<file path="config.mk">
export PLATFORM = sky130hd
export DESIGN_NAME = tone_frequency_command_decoder_unit
export DESIGN_NICKNAME = d
export VERILOG_FILES = /design/src/rtl/core/tfcd_pkg.sv /design/src/rtl/core/tone_frequency_command_decoder_unit.sv
export SDC_FILE = /design/constraint.sdc
export NUM_CORES = 1
export LEC_CHECK = 0
export BUFFER_PORTS_ARGS = -buffer_cell sky130_fd_sc_hd__buf_2
export CORE_MARGIN = 8
export CORE_UTILIZATION = 60
export DETAILED_ROUTE_END_ITERATION = 10
export GPL_TIMING_DRIVEN = 1
export PLACE_DENSITY = 0.77
export SYNTH_ARGS = -nofsm -noshare
export SYNTH_HDL_FRONTEND = slang
export SYNTH_SLANG_ARGS = --single-unit
</file>
<file path="constraint.sdc">
create_clock -name clk -period 10.7 [get_ports clk]
set_clock_uncertainty 0.2 [all_clocks]
set_input_delay 1.07 -clock clk [delete_from_list [all_inputs] [get_ports clk]]
set_output_delay 1.07 -clock clk [all_outputs]
set_load 0.02 [all_outputs]
</file>
<file path="src/rtl/core/tfcd_pkg.sv">
// ----------------------------------------------------------------------------
// Tone frequency command decoder package
// Shared constants, register indexes, phase codes and the result type.
// ----------------------------------------------------------------------------
package tfcd_pkg;

  // Configuration port geometry.
  localparam int CFG_W       = 16;
  localparam int CFG_INDEX_W = 8;
  localparam int NUM_REGS    = 8;

  // Register indexes.
  localparam logic [CFG_INDEX_W-1:0] REG_BAND_ONE     = 8'd0;
  localparam logic [CFG_INDEX_W-1:0] REG_BAND_TWO     = 8'd1;
  localparam logic [CFG_INDEX_W-1:0] REG_BAND_THREE   = 8'd2;
  localparam logic [CFG_INDEX_W-1:0] REG_BAND_FOUR    = 8'd3;
  localparam logic [CFG_INDEX_W-1:0] REG_BAND_FIVE    = 8'd4;
  localparam logic [CFG_INDEX_W-1:0] REG_HALF_WIDTH   = 8'd5;
  localparam logic [CFG_INDEX_W-1:0] REG_PRESENCE_THR = 8'd6;
  localparam logic [CFG_INDEX_W-1:0] REG_MAX_FREQ     = 8'd7;

  // Register reset values, in index order.
  localparam logic [CFG_W-1:0] CFG_RESET [NUM_REGS] = '{
    16'd4200, 16'd4400, 16'd4600, 16'd4800, 16'd5000, 16'd50, 16'd2000, 16'd12000
  };

  // Count to frequency conversion.
  localparam int COUNT_W      = 16;
  localparam int HZ_PER_COUNT = 20;
  localparam int PROD_W       = 21;   // 16-bit count times 20 fits in 21 bits
  localparam int AGREE_TOL    = 50;   // second window must agree within +/-50 Hz

  // Command encoding.
  localparam int CMD_W     = 3;
  localparam int NUM_BANDS = 5;
  localparam logic [CMD_W-1:0] CMD_NONE = 3'd0;

  // Output frequency width.
  localparam int HELD_W = 16;

  // Window phase codes inside a measurement group.
  localparam logic [1:0] PHASE_FIRST  = 2'd0;
  localparam logic [1:0] PHASE_SECOND = 2'd1;
  localparam logic [1:0] PHASE_THIRD  = 2'd2;

  // One result request.
  typedef struct packed {
    logic [CMD_W-1:0]  command;
    logic [HELD_W-1:0] held_freq;
  } result_t;

endpackage

</file>
<file path="src/rtl/core/tone_frequency_command_decoder_unit.sv">
// ----------------------------------------------------------------------------
// Tone frequency command decoder
// Turns gate-window pulse counts into tone measurements and band commands.
// ----------------------------------------------------------------------------
// The block takes one window count per clock cycle while in_stall is low. Each
// count is scaled to Hz, grouped into measurements of two or three windows, and
// a held tone is classified into a command 0..5 when the tone drops to or below
// the presence threshold. The whole update is one pass of logic from the input
// port into the state and result registers, so a result request goes to the
// result register, or to the skid register if the output stalls. A two-entry
// output stage (result plus skid register) lets counts keep flowing while a
// result waits; in_stall rises only when both entries are full, and it comes
// from a flop. Configuration writes should be made while no result is pending.
module tone_frequency_command_decoder_unit #(
  parameter int FREQ_WIDTH = 16
) (
  input  logic                                 clk,
  input  logic                                 rst,
  input  logic                                 cfg_write,
  input  logic [tfcd_pkg::CFG_INDEX_W-1:0]     cfg_index,
  input  logic [tfcd_pkg::CFG_W-1:0]           cfg_data,
  input  logic                                 in_valid,
  output logic                                 in_stall,
  input  logic [tfcd_pkg::COUNT_W-1:0]         window_count,
  output logic                                 out_valid,
  input  logic                                 out_stall,
  output logic [tfcd_pkg::CMD_W-1:0]           command,
  output logic [tfcd_pkg::HELD_W-1:0]          held_freq
);

  // Widths for saturation and for compares against 16-bit registers.
  localparam int SAT_W = (FREQ_WIDTH > tfcd_pkg::PROD_W) ? FREQ_WIDTH : tfcd_pkg::PROD_W;
  localparam int MAX_W = (FREQ_WIDTH > tfcd_pkg::CFG_W) ? FREQ_WIDTH : tfcd_pkg::CFG_W;
  localparam int CMP_W = MAX_W + 1;

  // Configuration registers.
  logic [tfcd_pkg::CFG_W-1:0] cfg_regs [tfcd_pkg::NUM_REGS];

  // Measurement state.
  logic [1:0]            window_phase;
  logic [FREQ_WIDTH-1:0] first_freq;
  logic [FREQ_WIDTH-1:0] tone_freq;

  // Next-state values.
  logic [1:0]            window_phase_next;
  logic [FREQ_WIDTH-1:0] first_freq_next;
  logic [FREQ_WIDTH-1:0] tone_freq_next;

  // Output stage.
  logic                 skid_valid;
  tfcd_pkg::result_t    out_data;
  tfcd_pkg::result_t    skid_data;
  tfcd_pkg::result_t    res_data;
  logic                 res_valid;

  // Datapath signals.
  logic                      accept;
  logic [tfcd_pkg::PROD_W-1:0] prod;
  logic [SAT_W-1:0]          prod_ext;
  logic [SAT_W-1:0]          sat_max;
  logic [FREQ_WIDTH-1:0]     freq;
  logic [FREQ_WIDTH-1:0]     diff;
  logic                      done;
  logic [FREQ_WIDTH-1:0]     meas;
  logic [FREQ_WIDTH-1:0]     meas_lim;
  logic                      present;
  logic [tfcd_pkg::NUM_BANDS-1:0] band_hit;
  logic [tfcd_pkg::CMD_W-1:0]     cmd;
  logic [CMP_W-1:0]          tone_cmp;
  logic [CMP_W-1:0]          half_cmp;

  assign accept   = in_valid && !in_stall;
  assign in_stall = skid_valid;

  // Configuration writes; indexes beyond the register list are ignored.
  always_ff @(posedge clk) begin
    if (rst) begin
      for (int i = 0; i < tfcd_pkg::NUM_REGS; i++) begin
        cfg_regs[i] <= tfcd_pkg::CFG_RESET[i];
      end
    end else if (cfg_write && (cfg_index < tfcd_pkg::CFG_INDEX_W'(tfcd_pkg::NUM_REGS))) begin
      cfg_regs[cfg_index[2:0]] <= cfg_data;
    end
  end

  // Count to Hz with saturation at the frequency width.
  always_comb begin
    prod     = tfcd_pkg::PROD_W'(window_count) * tfcd_pkg::PROD_W'(tfcd_pkg::HZ_PER_COUNT);
    prod_ext = SAT_W'(prod);
    sat_max  = SAT_W'({FREQ_WIDTH{1'b1}});
    freq     = (prod_ext > sat_max) ? sat_max[FREQ_WIDTH-1:0] : prod_ext[FREQ_WIDTH-1:0];
    diff     = (freq > first_freq) ? (freq - first_freq) : (first_freq - freq);
  end

  // Window grouping: agreement check on the second window, third is ignored.
  always_comb begin
    window_phase_next = window_phase;
    first_freq_next   = first_freq;
    done              = 1'b0;
    meas              = '0;
    case (window_phase)
      tfcd_pkg::PHASE_SECOND: begin
        if (diff > FREQ_WIDTH'(tfcd_pkg::AGREE_TOL)) begin
          done              = 1'b1;
          window_phase_next = tfcd_pkg::PHASE_FIRST;
        end else begin
          window_phase_next = tfcd_pkg::PHASE_THIRD;
        end
      end
      tfcd_pkg::PHASE_THIRD: begin
        meas              = first_freq;
        done              = 1'b1;
        window_phase_next = tfcd_pkg::PHASE_FIRST;
      end
      default: begin
        first_freq_next   = freq;
        window_phase_next = tfcd_pkg::PHASE_SECOND;
      end
    endcase
  end

  // Range limit and presence test on a finished measurement.
  always_comb begin
    meas_lim = (CMP_W'(meas) > CMP_W'(cfg_regs[tfcd_pkg::REG_MAX_FREQ[2:0]])) ? '0 : meas;
    present  = CMP_W'(meas_lim) > CMP_W'(cfg_regs[tfcd_pkg::REG_PRESENCE_THR[2:0]]);
  end

  // Band classification of the held tone: strict window, no wrap.
  always_comb begin
    tone_cmp = CMP_W'(tone_freq);
    half_cmp = CMP_W'(cfg_regs[tfcd_pkg::REG_HALF_WIDTH[2:0]]);
    for (int b = 0; b < tfcd_pkg::NUM_BANDS; b++) begin
      band_hit[b] = ((tone_cmp + half_cmp) > CMP_W'(cfg_regs[b])) &&
                    (tone_cmp < (CMP_W'(cfg_regs[b]) + half_cmp));
    end
    cmd = tfcd_pkg::CMD_NONE;
    for (int b = tfcd_pkg::NUM_BANDS - 1; b >= 0; b--) begin
      if (band_hit[b]) begin
        cmd = tfcd_pkg::CMD_W'(b + 1);
      end
    end
  end

  // Held tone update and result request.
  always_comb begin
    tone_freq_next     = tone_freq;
    res_valid          = 1'b0;
    res_data.command   = cmd;
    res_data.held_freq = tfcd_pkg::HELD_W'(tone_freq);
    if (done) begin
      if (present) begin
        tone_freq_next = meas_lim;
      end else begin
        tone_freq_next = '0;
        res_valid      = accept;
      end
    end
  end

  // State registers.
  always_ff @(posedge clk) begin
    if (rst) begin
      window_phase <= tfcd_pkg::PHASE_FIRST;
      first_freq   <= '0;
      tone_freq    <= '0;
    end else if (accept) begin
      window_phase <= window_phase_next;
      first_freq   <= first_freq_next;
      tone_freq    <= tone_freq_next;
    end
  end

  // Result register with a skid entry behind it.
  always_ff @(posedge clk) begin
    if (rst) begin
      out_valid  <= 1'b0;
      skid_valid <= 1'b0;
    end else if (!out_valid || !out_stall) begin
      if (skid_valid) begin
        out_valid  <= 1'b1;
        out_data   <= skid_data;
        skid_valid <= 1'b0;
      end else begin
        out_valid <= res_valid;
        out_data  <= res_data;
      end
    end else if (res_valid) begin
      skid_valid <= 1'b1;
      skid_data  <= res_data;
    end
  end

  assign command   = out_data.command;
  assign held_freq = out_data.held_freq;

endmodule
</file>
Word-level counts from Yosys, hierarchy flattened --
Memory sizes are Yosys's and may differ from the RTL's. Index checks and enable logic that the tools add are counted.
Storage, ports and cells: memories kept 1, output and inout port bits 21, bits in latches 0, logic and storage cells 84, bits in registers 74, input port bits 45, RAM bits 128, bits in read-only memories 0
Memories:
- cfg_regs | depth 8, width 16, rd ports 8, clocked after memory_dff 0, wr ports 8, line tone_frequency_command_decoder_unit.sv:37 | logic [tfcd_pkg::CFG_W-1:0] cfg_regs [tfcd_pkg::NUM_REGS];
Operators by class: bitwise gates (word level) 3, magnitude comparators 16, add/sub/neg operators 8, shift-type cells 0, mux-type cells 26, multiply operators 1, equal/unequal tests 2, div/mod/pow operators 0, reductions and logical operators 18
Operators with widths (count):
- 16-bit by 16-bit adder with 17-bit output | 6
- 16-bit two-way mux | 6
- 17-bit by 16-bit greater-than comparator with 1-bit output | 5
- 16-bit by 17-bit < comparator with 1-bit output | 5
- 16-bit greater-than comparator | 3
- 16-bit subtractor | 2
- 21-bit by 16-bit greater-than comparator with 1-bit output (second input constant) | 1
- 16-bit by 3-bit multiplier with 19-bit output (second input constant) | 1
- 19-bit two-way mux | 1
- 3-bit two-way mux | 6
- 16-bit by 6-bit greater-than comparator with 1-bit output (second input constant) | 1
- 16-bit OR reduction | 1
- 1-bit two-way mux | 10
- 8-bit by 4-bit < comparator with 1-bit output (second input constant) | 1
- 1-bit logical AND | 7
- 2-bit AND reduction | 3
- 2-bit case mux with 2 select lines | 1
- 2-bit OR reduction | 2
- 1-bit zero test | 3
- 1-bit inverter | 3
- 3-bit AND reduction | 1
- 2-bit by 1-bit equality test with 1-bit output (second input constant) | 1
- 2-bit equality test (second input constant) | 1
- 2-bit two-way mux | 1
- other kinds (2) | 2

Longest topological paths before layout --
Gate-level depths: netlist (run 1).
depth after elaboration 10, gate-level depth with buffers 27, gate-level depth less buffers 24

Worst setup path before layout (run 1) --
Ideal clock, no wire load.
path type in2reg, start in window_count[2] in the netlist's numbering, end reg skid_data[10] in the netlist's numbering (enable), stages 24, data required time 10084 ps, slack 2660 ps, data arrival time 7424 ps, setup time 416 ps, buffers on the path 3, path through ha_1 -> ha_1 -> a21o_1 -> a21oi_1 -> o21ai_0 -> a2111o_1 -> a41oi_1 -> o21ai_0 -> or2_2 -> a21oi_1 -> clkbuf_1 -> nand2_1 -> ha_1 -> buf_2 -> nand4_2 -> nor3_2 -> nor4b_1 -> a211o_1 -> and2_4 -> mux2i_1 -> xnor2_1 -> o311ai_4 -> buf_6 -> nor3_1
On the way: word-level cells in the longest chain between the ends 10, elaborated cells between the ends (all ways) 12, those cells by class add/sub: 2; mul: 1; order compare: 3; mux: 5; reduce/logical: 1
RTL lines:
- from (decl) | line tone_frequency_command_decoder_unit.sv:24 | input logic [tfcd_pkg::COUNT_W-1:0] window_count,
- 16-bit by 3-bit multiplier with 19-bit output (*) | line tone_frequency_command_decoder_unit.sv:88 | prod = tfcd_pkg::PROD_W'(window_count) * tfcd_pkg::PROD_W'(tfcd_pkg::HZ_PER_COUNT);
- 21-bit by 16-bit greater-than comparator with 1-bit output | line tone_frequency_command_decoder_unit.sv:91 | freq = (prod_ext > sat_max) ? sat_max[FREQ_WIDTH-1:0] : prod_ext[FREQ_WIDTH-1:0];
- 16-bit two-way mux (*) | line tone_frequency_command_decoder_unit.sv:91
- net freq[10] | line tone_frequency_command_decoder_unit.sv:61 | logic [FREQ_WIDTH-1:0] freq;
- 16-bit subtractor or 16-bit greater-than comparator (tied branches) | line tone_frequency_command_decoder_unit.sv:92 | diff = (freq > first_freq) ? (freq - first_freq) : (first_freq - freq);
- 16-bit two-way mux (*) | line tone_frequency_command_decoder_unit.sv:92
- 16-bit by 6-bit greater-than comparator with 1-bit output (*) | line tone_frequency_command_decoder_unit.sv:103 | if (diff > FREQ_WIDTH'(tfcd_pkg::AGREE_TOL)) begin
- 1-bit two-way mux (*) | line tone_frequency_command_decoder_unit.sv:103
- 1-bit case mux with 2 select lines (*) | line tone_frequency_command_decoder_unit.sv:101 | case (window_phase)
- 1-bit two-way mux (*) | line tone_frequency_command_decoder_unit.sv:150 | if (done) begin
- 3-bit AND reduction (no line) (*)
- to (signal assigned) | line tone_frequency_command_decoder_unit.sv:189 | skid_data <= res_data;
- to (decl) | line tone_frequency_command_decoder_unit.sv:52 | tfcd_pkg::result_t skid_data;
The timed path passes the listed nets; every way through them passes the cells marked *. A chain may end at the register's enable or synchronous reset.

Worst setup path in the final report (run 1) --
start in window_count[2] in the netlist's numbering, end reg skid_data[8] in the netlist's numbering (enable)
The elaborated chain is that of the path after synthesis.

==> results of run 1 <==
worst paths after layout:
kind / start / endpoint / slack, ns / depth (start not counted)
hold / removal: window_phase[1] / window_phase[1] / 0.29 / 2
setup reg to reg: window_phase[0] / tone_freq[13] / 4.26 / 23
setup / recovery: window_count[2] / skid_data[8] / 2.80 / 24
hold reg to reg: window_phase[1] / window_phase[1] / 0.29 / 2
layer usage:
| metal | GRT usage [%] | part of all wire [%] |
|---|---|---|
| met1 | 41.2 | 42 |
| met2 | 46.2 | 42 |
| met5 | 0 | 0 |
| met4 | 13.5 | 4.5 |
| met3 | 7.48 | 12 |
worst max-delay path, cell delays in order:
cell and delay (ns):
sky130_fd_sc_hd__buf_2 0.11, sky130_fd_sc_hd__ha_1 0.31, sky130_fd_sc_hd__ha_1 0.30, sky130_fd_sc_hd__a21o_1 0.16
sky130_fd_sc_hd__a21oi_1 0.21, sky130_fd_sc_hd__o21ai_0 0.15, sky130_fd_sc_hd__a2111o_1 0.46, sky130_fd_sc_hd__a41oi_1 0.31
sky130_fd_sc_hd__o21ai_0 0.16, sky130_fd_sc_hd__or2_2 0.30, sky130_fd_sc_hd__a21oi_2 0.11, sky130_fd_sc_hd__buf_4 0.40
sky130_fd_sc_hd__nand2_1 0.10, sky130_fd_sc_hd__ha_1 0.59, sky130_fd_sc_hd__nand4_2 0.32, sky130_fd_sc_hd__nor3_2 0.24
sky130_fd_sc_hd__nor4b_1 0.46, sky130_fd_sc_hd__a211o_1 0.24, sky130_fd_sc_hd__and2_4 0.20, sky130_fd_sc_hd__or4b_1 0.48
sky130_fd_sc_hd__a21bo_1 0.24, sky130_fd_sc_hd__o311ai_4 0.64, sky130_fd_sc_hd__nor3_2 0.07, sky130_fd_sc_hd__buf_4 0.24
cells in the mapped netlist, drive strengths merged, types with 39 or more instances:
library cell    n
nand3          39
xor2           40
a21oi         144
edfxtp        164
or3            49
nand2          91
inv           190
xnor2          50
a21o           68
nor2           86
and2          136
nand2b         47
ha            344
o21ai          88
layout make-up:
type                            count  area share [%]
Clock inverter                     14           0.702
Timing Repair Buffer               95            2.71
Clock buffer                       18            2.11
Sequential cell                   198            27.6
Inverter                          190            3.51
Tap cell                          402            2.47
Multi-Input combinational cell   1593            60.9
sequential cells by signal (all words and copies together) (netlist names):
name          cells
first_freq       15
out_valid         1
skid_data        18
window_phase      2
held_freq        15
command           3
cfg_regs        128
tone_freq        15
in_stall          1
where the power goes:
group | switching (mW) | leakage [nW] | internal, mW
combinational | 0.393 | 7.41 | 0.250
sequential | 0.0438 | 1.83 | 0.867
clock | 0.313 | 0.276 | 0.328
cells in the final DEF (no fill, tap or decap), types with 34 or more instances in the layout:
cell type,count
sky130_fd_sc_hd__a21o_1,68
sky130_fd_sc_hd__a21oi_1,142
sky130_fd_sc_hd__and2_1,135
sky130_fd_sc_hd__buf_2,65
sky130_fd_sc_hd__dfxtp_1,34
sky130_fd_sc_hd__edfxtp_1,164
sky130_fd_sc_hd__ha_1,344
sky130_fd_sc_hd__inv_1,190
sky130_fd_sc_hd__nand2_1,91
sky130_fd_sc_hd__nand2b_1,46
sky130_fd_sc_hd__nand3_1,39
sky130_fd_sc_hd__nor2_1,85
sky130_fd_sc_hd__o21ai_0,79
sky130_fd_sc_hd__or3_1,49
sky130_fd_sc_hd__xnor2_1,50
sky130_fd_sc_hd__xor2_1,40
through the flow:
step	util, %	power [mW]	setup slack, ns	hold WS, ns	std cells
global placement	63.1	1.52	2.65	0.263	2478
finish	64.9	2.19	2.80	0.288	2510
CTS	64.9	2.18	2.97	0.287	2510
global route	64.9	2.29	2.33	0.313	2510
floorplan	-	1.35	2.66	0.249	2026
detailed placement	63.1	1.55	2.48	0.277	2478
cell families after synthesis:
kind of cell               Yosys count  share of synthesized area (%)
DFF                                198                           29.7
adders and majority gates          352                           23.6
buffers and inverters              235                           4.80
xor gates and xnor gates            90                           4.17
muxes                               24                           1.37
AOI/OAI and AO/OA                  524                           18.9
and+or+nand+nor                    603                           17.5
==> impl_results.md, run 1 <==
- Synth area leader: sky130_fd_sc_hd__edfxtp_1
- Number of top-level pins: 66
- TNS Setup: 0 ns
- Maximum fanout along the worst path: 45
- # resized after CTS: 0
- Count of synthesis-stage warnings from yosys: 0
- Path type of the worst setup path: in2reg
- Synthesized cell area: roughly 0.019 sq mm
- Number of remaining DRC errors: 0
- Async set-reset flop share out of synthesis: 0%
- Clock tree buffer depth: 2
- Gr ovfl total: 0
- Clock transition at path regs: around 0.07 ns
- Core Box Area: between 0.03 and 0.04 sq mm
- Layout cells sized above 1: between 8 and 9%
- Initial antenna violation count: 2
- Post-CTS Setup Inserts: 0
- Slew headroom: between 20% and 30%
- RSZ-0062 raised after global routing: false
- CTS tree: yes
- Slew of the pin with the lowest slew margin: 1.07 ns
- DP HPWL: 44,800 um
- Later-pin clock latency in the skew report: around 0.45 ns
- Power per unit of standard cell area: ~110 mW/mm^2
- Root Buffer Master: sky130_fd_sc_hd__clkbuf_16
- Global placer's final weighted congestion: roughly 1
- GRT Util Overall: 30.6%
- Quantity of I/O buffers inserted on ports: 65
- Number of sinks on the clock net: 198
- Wirelength, routed: approximately 58,000 um
- Number of max-slew violations in the final report: 0
- Antenna Nets Post-Route: 0
- Type of origin of the critical path: primary input
- Result of the run: completed
- Filler cell count in the final layout: 2,567
- Die H: about 190 um
- Top flip-flop cell by instance count after synthesis: sky130_fd_sc_hd__edfxtp_1
- Total Die Area: 0.0374 sq mm
- Crit path capture type: flip-flop
- Clock H-tree levels: 4
- Row Count: 65
- Mean area per synthesized cell: slightly above 9 sq um
- Final Hold Fails: 0
- Post-detailed-placement cell area: approximately 0.02 sq mm
- Synthesized flop and latch total: roughly 200
- Worst vdd rail ir drop: approximately 0.11 mV
- Max Fclk: approximately 0.13 GHz
- Dominant cells by area after synthesis: sky130_fd_sc_hd__edfxtp_1, sky130_fd_sc_hd__ha_1, sky130_fd_sc_hd__and2_1, sky130_fd_sc_hd__a21oi_1, sky130_fd_sc_hd__inv_1
- Worst path required time: 10.68 ns
- Type of the worst min-delay path: reg2reg
- Number of distinct library cells after synthesis: between 80 and 90
- Synthesized netlist cell count: 2,026
- Multi-input gate area in the final layout: roughly 0.012 sq mm
- Post-synthesis sequential area ratio: between 20 and 30%
- Number of buffers created by CTS: 17
- Top-area cell type share of the netlist area: a little over a quarter
- DR WL/cell: ~23 um
- Synthesis-to-finish area growth: 7.68%
- Number of setup violations in the final report: 0
- Antenna diode count: 0
- Number of enable-type register cells in the synthesized netlist: between 150 and 200
- Global-route wire length before repair: 89,600 um
- Cell area after layout: roughly 0.020 sq mm
- Nets@finish: between 2k and 2.5k
- Detailed-route vias per instance: 6.54
- Area taken by flip-flops and latches: between 0.005 and 0.006 sq mm
- Final min period: just under 8 ns
- Final Cycle Share: about three quarters
- Largest net degree at the start of global routing: 46
- Pre-Repair DR Iteration Count: 5
- Initial detailed-routing violation count: 1,596
- Routed vias: ~16k
- Die boundary width: between 150 and 200 um
- Number of max-cap violations: 0
- Via count of the first global-routing pass: 15.9k
- Post-synth net total: between 2k and 2.5k
- Effective utilization at floorplan: approximately 60%
- Worst path arrival time: slightly below 8 ns
- Hold buffer count at CTS: 0
- Leak pwr: 9.52 nW
No activity file was read; power rests on OpenSTA's default activity.
==> run 2, diff against run 1 <==
CORE_UTILIZATION = 58   (was 60)
PLACE_DENSITY = 0.78   (was 0.77)
clock period = 6.7 ns   (was 10.7 ns; I/O delays follow)
==> run 2 against run 1 <==
  * Critical path depth is 1 higher
  * Worst hold slack better by 0.0010 ns
  * Sequential share of layout area is 0.89 points lower
  * Non-clock buffer count is 82 higher
  * Via count is 0.41% higher
  * Critical endpoint is now tone_freq[10]
==> impl_results.md, run 2 (synthesis results as in run 1) <==
- Total Die Area: 0.0386 sq mm (was 0.0374 sq mm)
- Die H: 196 um (was 193 um)
- DR WL/cell: 22.5 um (was 23.3 um)
- Worst vdd rail ir drop: 0.173 mV (was 0.113 mV)
- Largest registers: cfg_regs: 128 flops, skid_data: 18 flops (unchanged)
- Number of buffers created by CTS: 17 (unchanged)
- Worst path arrival time: 6.57 ns (was 7.88 ns)
- GRT Util Overall: 30.0% (was 30.6%)
- Initial antenna violation count: 1 (was 2)
- Met1 wire length: 25,400 um (was 24,400 um)
- Layout cells sized above 1: 12.3% (was 8.87%)
- Global placer's final weighted congestion: 0.981 (was 1.00)
- Pre-Repair DR Iteration Count: 5 (unchanged)
- Gr ovfl total: 0 (unchanged)
- Slew headroom: 21.6% (was 28.3%)
- Met2 routed WL: 25,600 um (was 24,700 um)
- Type of origin of the critical path: primary input (unchanged)
- Power per unit of standard cell area: 167 mW/mm^2 (was 108 mW/mm^2)
- Number of top-level pins: 66 (unchanged)
- Final Hold Fails: 0 (unchanged)
- Quantity of I/O buffers inserted on ports: 65 (unchanged)
- Crit path capture type: flip-flop (unchanged)
- Largest register by flop count: cfg_regs (unchanged)
- Path type of the worst setup path: in2reg (unchanged)
- Detailed-route vias per instance: 6.26 (was 6.54)
- Flip-flop count of the largest register, all copies and words added: 128 (unchanged)
- Nets@finish: 2,574 (was 2,492)
- Core Box Area: 0.0323 sq mm (was 0.0313 sq mm)
- Clock transition at path regs: 0.07 ns (about the same)
- Max Fclk: around 0.16 GHz
- Global-route wire length before repair: 88,600 um (was 89,600 um)
- Root Buffer Master: sky130_fd_sc_hd__clkbuf_16 (unchanged)
- Largest net degree at the start of global routing: 34 (was 46)
- Leak pwr: 9.91 nW (was 9.52 nW)
- Number of sinks on the clock net: 198 (unchanged)
- Util after Layout: 65.1% (was 64.9%)
- Die boundary width: 196 um (was 193 um)
- RSZ-0062 raised after global routing: false (unchanged)
- Most frequent cells in the layout: sky130_fd_sc_hd__ha_1, sky130_fd_sc_hd__inv_1, sky130_fd_sc_hd__edfxtp_1 (unchanged)
- Tightest hold margin: 0.289 ns (was 0.288 ns)
- Routed vias: 16.5k (was 16.4k)
- Total power of the final layout: 3.50 mW (was 2.19 mW)
- Synthesis-to-finish area growth: 11.3% (was 7.68%)
- Via count of the first global-routing pass: 15.8k (was 15.9k)
- Commonest non-fill, non-tap cell in the layout: sky130_fd_sc_hd__ha_1 (unchanged)
- Maximum fanout along the worst path: 23 (was 45)
- Number of setup violations in the final report: 0 (unchanged)
- Result of the run: completed (unchanged)
- Later-pin clock latency in the skew report: 0.45 ns (about the same)
- Sum of met3 wire segment lengths after detailed routing: 5660 um (was 6740 um)
- Clock tree buffer depth: 2 (unchanged)
- Hold buffer count at CTS: 0 (unchanged)
- Worst path required time: 6.89 ns (was 10.68 ns)
- Antenna Nets Post-Route: 0 (unchanged)
- Number of remaining DRC errors: 0 (unchanged)
- Antenna diode count: 0 (unchanged)
- Highest metal layer with signal wires: met4 (unchanged)
- CTS tree: yes (unchanged)
- Initial detailed-routing violation count: 1,628 (was 1,596)
- Effective utilization at floorplan: 58.5% (was 60.3%)
- Slew of the pin with the lowest slew margin: 1.17 ns (was 1.07 ns)
- Number of max-cap violations: 0 (unchanged)
- Final min period: between 6 and 7 ns
- DP HPWL: 45,900 um (was 44,800 um)
- Clock H-tree levels: 4 (unchanged)
- Row Count: 66 (was 65)
- Number of max-slew violations in the final report: 0 (unchanged)
- Final Cycle Share: 95.3%
- Type of the worst min-delay path: reg2reg (unchanged)
- Wirelength, routed: 59,100 um (was 58,500 um)
run 2: changes by cell type in the layout (fill, tap and decap cells not counted), sizes merged:
cell      previous run  this run
bufinv               1         0
clkbuf              18        19
clkinv               6         2
buf                 95       177
clkinvlp             1         5
run 2: cell type report:
cell class	count	area [sq um]
fill	2617	11300
clock inverter	13	118
inverter	190	713
timing repair buffer	177	1190
multi-input combinational	1593	12400
clock buffer	19	433
sequential	198	5610
tap	442	553
run 2: worst paths after layout:
path,endpoint,cells after the start,start,slack (ns)
worst min register to register,window_phase[1],2,window_phase[1],0.29
worst min-delay path,window_phase[1],2,window_phase[1],0.29
worst max-delay path,tone_freq[10],25,window_count[2],0.32
worst max register to register,command[2],20,cfg_regs[5][0],0.63
run 2: power breakdown:
group | internal [mW] | switching, mW | total (mW)
sequential | 1.38 | 0.0694 | 1.45
combinational | 0.437 | 0.623 | 1.06
clock | 0.487 | 0.500 | 0.987
total | 2.31 | 1.19 | 3.50
run 2: stage by stage:
step | cell area, sq um | std cells | setup TNS, ns | setup WS [ns]
after floorplan | 18900 | 2026 | 0 | 0.0344
after CTS | 21000 | 2631 | 0 | 0.245
after global routing | 21000 | 2632 | 0 | 0.0984
final | 21000 | 2632 | 0 | 0.317
after global placement | 20400 | 2599 | -3.17 | -0.108
after detailed placement | 20400 | 2599 | -5.22 | -0.193
run 2: timing repair:
item	in CTS	in global routing
resized for setup	0	1
setup buffers	0	1
setup endpoints to repair	0	21
run 2: critical path, cell delays in order:
cell,delay [ns]
sky130_fd_sc_hd__buf_2,0.11
sky130_fd_sc_hd__ha_1,0.30
sky130_fd_sc_hd__ha_1,0.30
sky130_fd_sc_hd__a21o_1,0.16
sky130_fd_sc_hd__a21oi_1,0.20
sky130_fd_sc_hd__o21ai_0,0.14
sky130_fd_sc_hd__a2111o_1,0.44
sky130_fd_sc_hd__a41oi_1,0.25
sky130_fd_sc_hd__o21ai_0,0.15
sky130_fd_sc_hd__or2_2,0.30
sky130_fd_sc_hd__a21oi_2,0.17
sky130_fd_sc_hd__buf_12,0.18
sky130_fd_sc_hd__nand2b_1,0.09
sky130_fd_sc_hd__ha_1,0.38
sky130_fd_sc_hd__nand2b_2,0.10
sky130_fd_sc_hd__a211oi_4,0.28
sky130_fd_sc_hd__o311ai_2,0.14
sky130_fd_sc_hd__a211o_1,0.35
sky130_fd_sc_hd__and2_4,0.18
sky130_fd_sc_hd__buf_4,0.14
sky130_fd_sc_hd__or4_4,0.54
sky130_fd_sc_hd__a21bo_1,0.24
sky130_fd_sc_hd__o311ai_4,0.30
sky130_fd_sc_hd__buf_4,0.27
sky130_fd_sc_hd__a32o_2,0.19
run 2: metal layers:
layer	GRT usage (%)	vias to the layer above
met5	0	-
met4	11.8	0
met3	5.08	124
met2	47.3	756
met1	40.6	7818
li1	-	7781
